==> config.mk <==
export PLATFORM = sky130hd
export DESIGN_NAME = pixel_sample_resolve_gamma2_flat
export DESIGN_NICKNAME = d
export VERILOG_FILES = /design/src/design/psrg_pkg.sv /design/src/design/psrg_if.sv /design/src/design/psrg_front.sv /design/src/design/psrg_queue.sv /design/src/design/psrg_back.sv /design/src/design/pixel_sample_resolve_gamma2.sv /design/src/flat_wrapper.sv
export SDC_FILE = /design/constraint.sdc
export NUM_CORES = 2
export LEC_CHECK = 0
export ABC_AREA = 1
export BUFFER_PORTS_ARGS = -buffer_cell sky130_fd_sc_hd__buf_2
export CAP_MARGIN = 20
export CORE_MARGIN = 2
export CORE_UTILIZATION = 60
export DETAILED_ROUTE_END_ITERATION = 10
export HOLD_SLACK_MARGIN = 0.03
export PLACE_DENSITY = 0.84
export SYNTH_ARGS = -nofsm -noshare
export SYNTH_HDL_FRONTEND = slang
export SYNTH_SLANG_ARGS = --single-unit
export TNS_END_PERCENT = 20
==> constraint.sdc <==
create_clock -name clk -period 25 [get_ports clk]
set_input_delay 2.5 -clock clk [delete_from_list [all_inputs] [get_ports clk]]
set_output_delay 2.5 -clock clk [all_outputs]
set_load 0.02 [all_outputs]
==> src/design/psrg_pkg.sv <==
// ----------------------------------------------------------------------------
// psrg_pkg: shared types and constants for the pixel sample resolver
// Field widths, root pipeline widths, queue depth and register map.
// ----------------------------------------------------------------------------
package psrg_pkg;

	localparam int SUM_W                 = 26;
	localparam int SPP_W                 = 11;
	localparam int LEVEL_W               = 8;
	localparam int ROOT_STEPS            = LEVEL_W;
	localparam int RN_W                  = LEVEL_W + SPP_W;
	localparam int P_W                   = 2 * LEVEL_W + SPP_W;
	localparam int Q_SCALE_BITS          = 16;
	localparam int DEFAULT_FRACTION_BITS = 16;
	localparam int QUEUE_DEPTH           = 4;

	localparam int APB_ADDR_W = 3;
	localparam int APB_DATA_W = 32;

	localparam logic             REG_SPP_IDX = 1'b0;
	localparam logic [SPP_W-1:0] SPP_RESET   = SPP_W'(1);

	typedef logic [SUM_W-1:0] sum_t;

	typedef struct packed {
		sum_t             sum_red;
		sum_t             sum_green;
		sum_t             sum_blue;
		logic [SPP_W-1:0] n;
	} item_t;

	// running state of one channel's digit-by-digit root: r, r*n and r*r*n
	typedef struct packed {
		sum_t               sum;
		logic [LEVEL_W-1:0] r;
		logic [RN_W-1:0]    rn;
		logic [P_W-1:0]     p;
	} root_chan_t;

	typedef struct packed {
		root_chan_t [2:0] ch;
		logic [SPP_W-1:0] n;
	} root_stage_t;

endpackage

==> src/design/psrg_if.sv <==
// ----------------------------------------------------------------------------
// psrg_if: stream channels of the pixel sample resolver
// Pixel sums in, quantized levels out, each with valid/ready.
// ----------------------------------------------------------------------------
interface psrg_pixel_if
	import psrg_pkg::*;
();
	logic valid;
	logic ready;
	sum_t sum_red;
	sum_t sum_green;
	sum_t sum_blue;

	modport source (output valid, output sum_red, output sum_green, output sum_blue,
		input ready);
	modport sink (input valid, input sum_red, input sum_green, input sum_blue,
		output ready);
endinterface

interface psrg_level_if
	import psrg_pkg::*;
();
	logic               valid;
	logic               ready;
	logic [LEVEL_W-1:0] red_level;
	logic [LEVEL_W-1:0] green_level;
	logic [LEVEL_W-1:0] blue_level;

	modport source (output valid, output red_level, output green_level,
		output blue_level, input ready);
	modport sink (input valid, input red_level, input green_level, input blue_level,
		output ready);
endinterface

==> src/design/psrg_front.sv <==
// ----------------------------------------------------------------------------
// psrg_front: input stage
// Registers each pixel beat together with its effective sample count.
// ----------------------------------------------------------------------------
module psrg_front
	import psrg_pkg::*;
(
	input  logic             clk,
	input  logic             arst_n,
	input  logic [SPP_W-1:0] spp,
	psrg_pixel_if.sink       pixel,
	output logic             out_valid,
	input  logic             out_ready,
	output item_t            out_item
);

	logic  valid_s1;
	item_t item_s1;
	logic  take;

	assign pixel.ready = !valid_s1 || out_ready;
	assign take        = pixel.valid && pixel.ready;

	always_ff @(posedge clk or negedge arst_n) begin
		if (!arst_n) begin
			valid_s1 <= 1'b0;
		end else if (pixel.ready) begin
			valid_s1 <= pixel.valid;
		end
	end

	always_ff @(posedge clk) begin
		if (take) begin
			item_s1.sum_red   <= pixel.sum_red;
			item_s1.sum_green <= pixel.sum_green;
			item_s1.sum_blue  <= pixel.sum_blue;
			// a zero count divides as one
			item_s1.n         <= (spp == '0) ? SPP_W'(1) : spp;
		end
	end

	assign out_valid = valid_s1;
	assign out_item  = item_s1;

endmodule

==> src/design/psrg_queue.sv <==
// ----------------------------------------------------------------------------
// psrg_queue: short FIFO between front and back
// Lets the input side keep taking beats while the root pipeline stalls.
// ----------------------------------------------------------------------------
module psrg_queue
	import psrg_pkg::*;
#(
	parameter int DEPTH = QUEUE_DEPTH
) (
	input  logic  clk,
	input  logic  arst_n,
	input  logic  push_valid,
	output logic  push_ready,
	input  item_t push_item,
	output logic  pop_valid,
	input  logic  pop_ready,
	output item_t pop_item
);

	localparam int PTR_W = (DEPTH > 1) ? $clog2(DEPTH) : 1;
	localparam int CNT_W = $clog2(DEPTH + 1);

	item_t            mem_q [DEPTH];
	logic [PTR_W-1:0] wr_ptr_q;
	logic [PTR_W-1:0] rd_ptr_q;
	logic [CNT_W-1:0] count_q;
	logic             push;
	logic             pop;

	assign push_ready = (count_q != CNT_W'(DEPTH));
	assign pop_valid  = (count_q != '0);
	assign push       = push_valid && push_ready;
	assign pop        = pop_valid && pop_ready;
	assign pop_item   = mem_q[rd_ptr_q];

	function automatic logic [PTR_W-1:0] ptr_inc(logic [PTR_W-1:0] p);
		return (p == PTR_W'(DEPTH - 1)) ? '0 : p + PTR_W'(1);
	endfunction

	always_ff @(posedge clk or negedge arst_n) begin
		if (!arst_n) begin
			wr_ptr_q <= '0;
			rd_ptr_q <= '0;
			count_q  <= '0;
		end else begin
			if (push) wr_ptr_q <= ptr_inc(wr_ptr_q);
			if (pop)  rd_ptr_q <= ptr_inc(rd_ptr_q);
			if (push && !pop)      count_q <= count_q + CNT_W'(1);
			else if (pop && !push) count_q <= count_q - CNT_W'(1);
		end
	end

	always_ff @(posedge clk) begin
		if (push) mem_q[wr_ptr_q] <= push_item;
	end

endmodule

==> src/design/psrg_back.sv <==
// ----------------------------------------------------------------------------
// psrg_back: root pipeline
// One root bit per stage, three channels in parallel. A bit is kept when
// (r+b)^2 * n * 2^F <= sum * 2^16, which folds the average into the root.
// ----------------------------------------------------------------------------
module psrg_back
	import psrg_pkg::*;
#(
	parameter int FRACTION_BITS = DEFAULT_FRACTION_BITS
) (
	input  logic        clk,
	input  logic        arst_n,
	input  logic        in_valid,
	output logic        in_ready,
	input  item_t       in_item,
	psrg_level_if.source level
);

	localparam int LHS_W = P_W + FRACTION_BITS;
	localparam int RHS_W = SUM_W + Q_SCALE_BITS;
	localparam int CMP_W = (LHS_W > RHS_W) ? LHS_W : RHS_W;
	localparam int LAST  = ROOT_STEPS - 1;

	function automatic root_chan_t root_step(root_chan_t c, logic [SPP_W-1:0] n,
		int unsigned b);
		logic [RN_W-1:0]  cand_rn;
		logic [P_W-1:0]   cand_p;
		logic [CMP_W-1:0] lhs;
		logic [CMP_W-1:0] rhs;
		root_chan_t       o;
		// (r+b)^2 n = r^2 n + 2 b r n + b^2 n, all by shifts
		cand_rn = c.rn + (RN_W'(n) << b);
		cand_p  = c.p + (P_W'(c.rn) << (b + 1)) + (P_W'(n) << (2 * b));
		lhs     = CMP_W'(cand_p);
		lhs     = lhs << FRACTION_BITS;
		rhs     = CMP_W'(c.sum);
		rhs     = rhs << Q_SCALE_BITS;
		o       = c;
		if (lhs <= rhs) begin
			o.r  = c.r | (LEVEL_W'(1) << b);
			o.rn = cand_rn;
			o.p  = cand_p;
		end
		return o;
	endfunction

	root_stage_t stage_s [ROOT_STEPS];
	logic        valid_s [ROOT_STEPS];
	logic        adv     [ROOT_STEPS];
	root_stage_t init;

	always_comb begin
		init.n = in_item.n;
		init.ch[0] = '{sum: in_item.sum_red,   r: '0, rn: '0, p: '0};
		init.ch[1] = '{sum: in_item.sum_green, r: '0, rn: '0, p: '0};
		init.ch[2] = '{sum: in_item.sum_blue,  r: '0, rn: '0, p: '0};
	end

	for (genvar k = 0; k < ROOT_STEPS; k++) begin : g_stage
		root_stage_t src;
		root_stage_t nxt;
		logic        src_valid;

		if (k == 0) begin : g_head
			assign src       = init;
			assign src_valid = in_valid;
		end else begin : g_body
			assign src       = stage_s[k-1];
			assign src_valid = valid_s[k-1];
		end

		if (k == LAST) begin : g_tail
			assign adv[k] = !valid_s[k] || level.ready;
		end else begin : g_mid
			assign adv[k] = !valid_s[k] || adv[k+1];
		end

		always_comb begin
			nxt.n = src.n;
			for (int c = 0; c < 3; c++) begin
				nxt.ch[c] = root_step(src.ch[c], src.n, ROOT_STEPS - 1 - k);
			end
		end

		always_ff @(posedge clk or negedge arst_n) begin
			if (!arst_n) begin
				valid_s[k] <= 1'b0;
			end else if (adv[k]) begin
				valid_s[k] <= src_valid;
			end
		end

		always_ff @(posedge clk) begin
			if (adv[k] && src_valid) stage_s[k] <= nxt;
		end
	end

	assign in_ready          = adv[0];
	assign level.valid       = valid_s[LAST];
	assign level.red_level   = stage_s[LAST].ch[0].r;
	assign level.green_level = stage_s[LAST].ch[1].r;
	assign level.blue_level  = stage_s[LAST].ch[2].r;

endmodule

==> src/design/pixel_sample_resolve_gamma2.sv <==
// ----------------------------------------------------------------------------
// pixel_sample_resolve_gamma2: resolve accumulated samples to 8-bit levels
// Averages each channel sum over the sample count, takes the gamma 2 root
// and quantizes to 0..255, saturating at 255 for averages of 1.0 or more.
//
// pixel: sink of valid/ready beats with the red, green and blue sums.
// level: source of valid/ready beats with the three 8-bit levels, one per
//        pixel, in input order.
// APB:   samples_per_pixel at byte address 0 (reset value 1, zero acts as 1).
//        Write it only while no pixel is in flight. pready is always high.
// Throughput is one pixel per clock while the receiver is ready: an input
// register, a four-entry queue and an eight-stage root pipeline, one result
// bit per stage, all advance every cycle unless stalled. When the receiver
// stalls the pipeline holds in place and fills its bubbles, then the queue
// fills, and pixel.ready drops only once the input register is full too.
// Reset empties the pipeline and queue and restores the count to 1.
// ----------------------------------------------------------------------------
module pixel_sample_resolve_gamma2
	import psrg_pkg::*;
#(
	parameter int FRACTION_BITS = DEFAULT_FRACTION_BITS
) (
	input  logic                  clk,
	input  logic                  arst_n,
	input  logic                  psel,
	input  logic                  penable,
	input  logic                  pwrite,
	input  logic [APB_ADDR_W-1:0] paddr,
	input  logic [APB_DATA_W-1:0] pwdata,
	output logic [APB_DATA_W-1:0] prdata,
	output logic                  pready,
	psrg_pixel_if.sink            pixel,
	psrg_level_if.source          level
);

	logic [SPP_W-1:0] spp_q;
	logic             cfg_wr;
	logic             reg_idx;

	logic  fq_valid;
	logic  fq_ready;
	item_t fq_item;
	logic  qb_valid;
	logic  qb_ready;
	item_t qb_item;

	assign pready  = 1'b1;
	assign reg_idx = paddr[APB_ADDR_W-1];
	assign cfg_wr  = psel && penable && pwrite && pready;
	assign prdata  = (reg_idx == REG_SPP_IDX) ? APB_DATA_W'(spp_q) : '0;

	always_ff @(posedge clk or negedge arst_n) begin
		if (!arst_n) begin
			spp_q <= SPP_RESET;
		end else if (cfg_wr && reg_idx == REG_SPP_IDX) begin
			spp_q <= pwdata[SPP_W-1:0];
		end
	end

	psrg_front u_front (
		.clk       (clk),
		.arst_n    (arst_n),
		.spp       (spp_q),
		.pixel     (pixel),
		.out_valid (fq_valid),
		.out_ready (fq_ready),
		.out_item  (fq_item)
	);

	psrg_queue #(
		.DEPTH (QUEUE_DEPTH)
	) u_queue (
		.clk        (clk),
		.arst_n     (arst_n),
		.push_valid (fq_valid),
		.push_ready (fq_ready),
		.push_item  (fq_item),
		.pop_valid  (qb_valid),
		.pop_ready  (qb_ready),
		.pop_item   (qb_item)
	);

	psrg_back #(
		.FRACTION_BITS (FRACTION_BITS)
	) u_back (
		.clk      (clk),
		.arst_n   (arst_n),
		.in_valid (qb_valid),
		.in_ready (qb_ready),
		.in_item  (qb_item),
		.level    (level)
	);

	// a divisor of zero never reaches the root pipeline
	a_n_nonzero: assert property (@(posedge clk) disable iff (!arst_n)
		fq_valid |-> fq_item.n != '0)
		else $error("zero sample count entered the queue");

	// a taken pixel shows up at the queue input on the next cycle
	a_front_fill: assert property (@(posedge clk) disable iff (!arst_n)
		(pixel.valid && pixel.ready) |=> fq_valid)
		else $error("accepted pixel lost in front stage");

	// a stalled queue head holds its item
	a_queue_hold: assert property (@(posedge clk) disable iff (!arst_n)
		(qb_valid && !qb_ready) |=> (qb_valid && $stable(qb_item)))
		else $error("queue head changed while stalled");

endmodule
==> src/flat_wrapper.sv <==
// flat-port wrapper written by rule: the top's interface ports become plain ports
module pixel_sample_resolve_gamma2_flat import psrg_pkg::*;
#(
	parameter int FRACTION_BITS = DEFAULT_FRACTION_BITS
)
  (clk, arst_n, psel, penable, pwrite, paddr, pwdata, prdata, pready, pixel_valid, pixel_sum_red, pixel_sum_green, pixel_sum_blue, pixel_ready, level_valid, level_red_level, level_green_level, level_blue_level, level_ready);
  psrg_pixel_if pixel_i ();
  psrg_level_if level_i ();
  input  logic clk;
  input  logic arst_n;
  input  logic psel;
  input  logic penable;
  input  logic pwrite;
  input  logic [APB_ADDR_W-1:0] paddr;
  input  logic [APB_DATA_W-1:0] pwdata;
  output logic [APB_DATA_W-1:0] prdata;
  output logic pready;
  input wire logic [$bits(pixel_i.valid)-1:0] pixel_valid;
  input wire logic [$bits(pixel_i.sum_red)-1:0] pixel_sum_red;
  input wire logic [$bits(pixel_i.sum_green)-1:0] pixel_sum_green;
  input wire logic [$bits(pixel_i.sum_blue)-1:0] pixel_sum_blue;
  output wire logic [$bits(pixel_i.ready)-1:0] pixel_ready;
  output wire logic [$bits(level_i.valid)-1:0] level_valid;
  output wire logic [$bits(level_i.red_level)-1:0] level_red_level;
  output wire logic [$bits(level_i.green_level)-1:0] level_green_level;
  output wire logic [$bits(level_i.blue_level)-1:0] level_blue_level;
  input wire logic [$bits(level_i.ready)-1:0] level_ready;
  assign pixel_i.valid = pixel_valid;
  assign pixel_i.sum_red = pixel_sum_red;
  assign pixel_i.sum_green = pixel_sum_green;
  assign pixel_i.sum_blue = pixel_sum_blue;
  assign pixel_ready = pixel_i.ready;
  assign level_valid = level_i.valid;
  assign level_red_level = level_i.red_level;
  assign level_green_level = level_i.green_level;
  assign level_blue_level = level_i.blue_level;
  assign level_i.ready = level_ready;
  pixel_sample_resolve_gamma2 #(.FRACTION_BITS(FRACTION_BITS)) u_core (.clk(clk), .arst_n(arst_n), .psel(psel), .penable(penable), .pwrite(pwrite), .paddr(paddr), .pwdata(pwdata), .prdata(prdata), .pready(pready), .pixel(pixel_i), .level(level_i));
endmodule
==> flow_metrics.env <==
export IMPL_status="complete, no violations"
export IMPL_viasPerCell=5.768
export IMPL_grt_pass1_vias=79150
export IMPL_antenna_found_initial=2
export IMPL_ys_types=67
export IMPL_syn_area_per_cell_um2=10.08
export IMPL_place_ws_ns=18.46
export IMPL_first_iter_violations=6644
export IMPL_rrSetupSlack_ns=18.44
export IMPL_critPathMaxFanout=31
export IMPL_maxSlewViolCount=0
export IMPL_post_route_period_util=0.2624
export IMPL_fin_crit_ns=6.561
export IMPL_synth_top_family_by_area="adder cells"
export IMPL_tightest_slew_ns=1.276
export IMPL_dr_total_vias=79530
export IMPL_synth_mux_area_frac=0.0001019
export IMPL_cap_violations=0
export IMPL_startpoint="u_core.u_back.stage_s[0][504]"
export IMPL_row_count=157
export IMPL_yosysSeqAreaShare=0.5036
export IMPL_reg2reg_to="u_core.u_back.stage_s[0][870]"
export IMPL_rsz0062_at_grt="no"
export IMPL_cts_root_buffer="clkbuf_16"
export IMPL_clock_sinks=1857
export IMPL_finalSetupTns_ns=0
export IMPL_worstSetupEndpointType="flop"
export IMPL_rr_startpoint="u_core.u_back.stage_s[0][504]"
export IMPL_clock_latency_ns=0.87
export IMPL_fp_dieH_um=433.1
export IMPL_synth_xor_area_frac=0.04483
export IMPL_max_freq_mhz=152.4
export IMPL_final_common_cell="nand2_1"
export IMPL_setup_violations=0
export IMPL_synthAdderAreaFrac=0.1619
export IMPL_endpoint="u_core.u_back.stage_s[0][870]"
export IMPL_fp_coreArea_um2=183100
export IMPL_grt_max_degree=169
export IMPL_cts_tree="yes"
export IMPL_yosysWarnings=0
export IMPL_cts_resized=0
export IMPL_start_kind="flop"
export IMPL_hpwlAfterDp_um=212300
export IMPL_drive_gt1_frac=0.05714
export IMPL_synth_seq_cells=1857
export IMPL_hold_path_class="flop to flop"
export IMPL_overflow=0
export IMPL_synth_simple_area_share=0.1608
export IMPL_portBuffers=133
export IMPL_start_util=0.6034
export IMPL_path_class="flop to flop"
export IMPL_die_x_um=433.1
export IMPL_fin_nets=12610
export IMPL_finalClockSkew_ns=0.05004
export IMPL_async_flop_share=0.01454
export IMPL_timing_hold_violations_final=0
export IMPL_grt_pass1_wl_um=430900
export IMPL_regArea_um2=55630
export IMPL_die_area_um2=187600
export IMPL_holdBufCountCts=0
export IMPL_worstPathArrival_ns=7.14
export IMPL_cts_made_buffers=189
export IMPL_fillers=13580
export IMPL_syn_cell_area_um2=110500
export IMPL_grt_total_usage=0.2979
export IMPL_clk_pin_slew_ns=0.06
export IMPL_drt_wl_total_um=278200
export IMPL_r2r_cells=25
export IMPL_syn_inst=10960
export IMPL_synth_edff_count=1830
export IMPL_cts_setup_buffers=0
export IMPL_finalWorstSetupSlack_ns=18.44
export IMPL_place_gp_congestion=0.9413
export IMPL_routedWlPerCell_um=20.18
export IMPL_maxSlewHeadroom=0.1496
export IMPL_multi_input_area_um2=48940
export IMPL_area_growth_pct=9.208
export IMPL_htree_levels=4
export IMPL_critical_path_required_ns=25.58
export IMPL_first_pass_iters=6
export IMPL_ys_dominant_reg_cell="edfxtp_1"
export IMPL_ant_nets=0
export IMPL_clk_path_buf_depth=3
export IMPL_layout_common_cells="nand2_1, edfxtp_1, inv_1"
export IMPL_synth_compound_area_frac=0.07371
export IMPL_drc=0
export IMPL_pin_count=179
[cells by family (layout without fill, tap and decap cells)]
group,count (synthesis),after routing
other,2,26
DFF,1857,1857
and+or+nand+nor,4246,4246
AOI/OAI and AO/OA,1443,1443
adders and majority gates,1319,1319
buffers and inverters,1529,1874
xor gates and xnor gates,559,559
muxes,1,1
[critical path: stages, from the launching register on]
cell and delay [ns]:
edfxtp_1 0.68, inv_1 0.53, ha_1 0.25, or2_2 0.11
ha_1 0.16, inv_1 0.06, fa_1 0.40, o21ai_0 0.48
a21boi_0 0.35, o21ai_0 0.34, nand2_1 0.10, nand2_1 0.08
xor2_1 0.21, ha_1 0.29, nand2_1 0.06, nor2_1 0.04
a211oi_1 0.25, nand2_1 0.09, nand2_1 0.06, nand2_1 0.04
nand2_1 0.06, buf_4 0.34, nand2_1 0.49, buf_4 0.38
inv_1 0.30, nor2_1 0.13
[metal layers]
metal	wire length [µm]	vias to the layer above	GRT usage
li1	-	38060	-
met1	110800	37830	0.3745
met2	135100	2986	0.5057
met3	15540	654	0.03141
met4	16770	0	0.1659
met5	0	-	0
[state kept, by name (all words and copies together) (netlist names)]
signal	cells
u_core.spp_q	11
u_core.u_queue.count_q	3
u_core.u_front.out_valid	1
u_core.u_queue.mem_q	356
u_core.u_queue.rd_ptr_q	2
u_core.u_queue.wr_ptr_q	2
u_core.u_front.out_item	89
u_core.u_back.stage_s	1385
u_core.u_back.g_stage.src_valid	7
u_core.u_back.level.valid	1
[synthesized netlist by cell type (100+ instances only)]
library cell,number,share of area
nand2_1,2619,0.089
edfxtp_1,1830,0.50
inv_1,1271,0.043
ha_1,1135,0.13
nand3_1,774,0.035
a21oi_1,726,0.033
nor2_1,489,0.017
o21ai_0,371,0.017
xor2_1,366,0.029
xnor2_1,190,0.015
fa_1,184,0.033
nand4_1,123,0.0070
clkbuf_1,111,0.0038
nor3_1,100,0.0045
[stage by stage]
stage	cells	utilization	hold slack (ns)	cell area, µm²
after CTS	13780	0.6582	0.4167	120500
after global routing	13790	0.6589	0.4130	120600
after floorplan	10980	-	0.4003	110600
after detailed placement	13430	0.6227	0.4045	114000
after global placement	13430	0.6226	0.4004	114000
final	13790	0.6589	0.4132	120600
[worst min-delay path by stage]
stage                                              from                             to  slack [ns]  cells after the start
after floorplan            u_core.u_back.stage_s[0][64]  u_core.u_back.stage_s[0][315]        0.40                      0
after global placement    u_core.u_back.stage_s[1][311]  u_core.u_back.stage_s[1][562]        0.40                      0
after detailed placement  u_core.u_back.stage_s[0][894]  u_core.u_back.stage_s[1][141]        0.40                      0
after CTS                 u_core.u_back.stage_s[1][563]  u_core.u_back.stage_s[1][814]        0.42                      0
after global routing      u_core.u_back.stage_s[0][816]   u_core.u_back.stage_s[1][63]        0.41                      0
final                     u_core.u_back.stage_s[1][721]  u_core.u_back.stage_s[1][972]        0.41                      0
[final cells by class]
| cell class | count | area share |
|---|---|---|
| tap | 2464 | 0.02556 |
| sequential | 1857 | 0.4612 |
| multi-input combinational | 7593 | 0.4057 |
| timing repair buffer | 250 | 0.01384 |
| inverter | 1275 | 0.03991 |
| clock buffer | 224 | 0.04087 |
| clock inverter | 125 | 0.01299 |
| antenna | 1 | 0.00002074 |
Power is left out: the tool's default activity adds up to more than one toggle a clock period on the data nets, which glitch-free logic cannot reach.
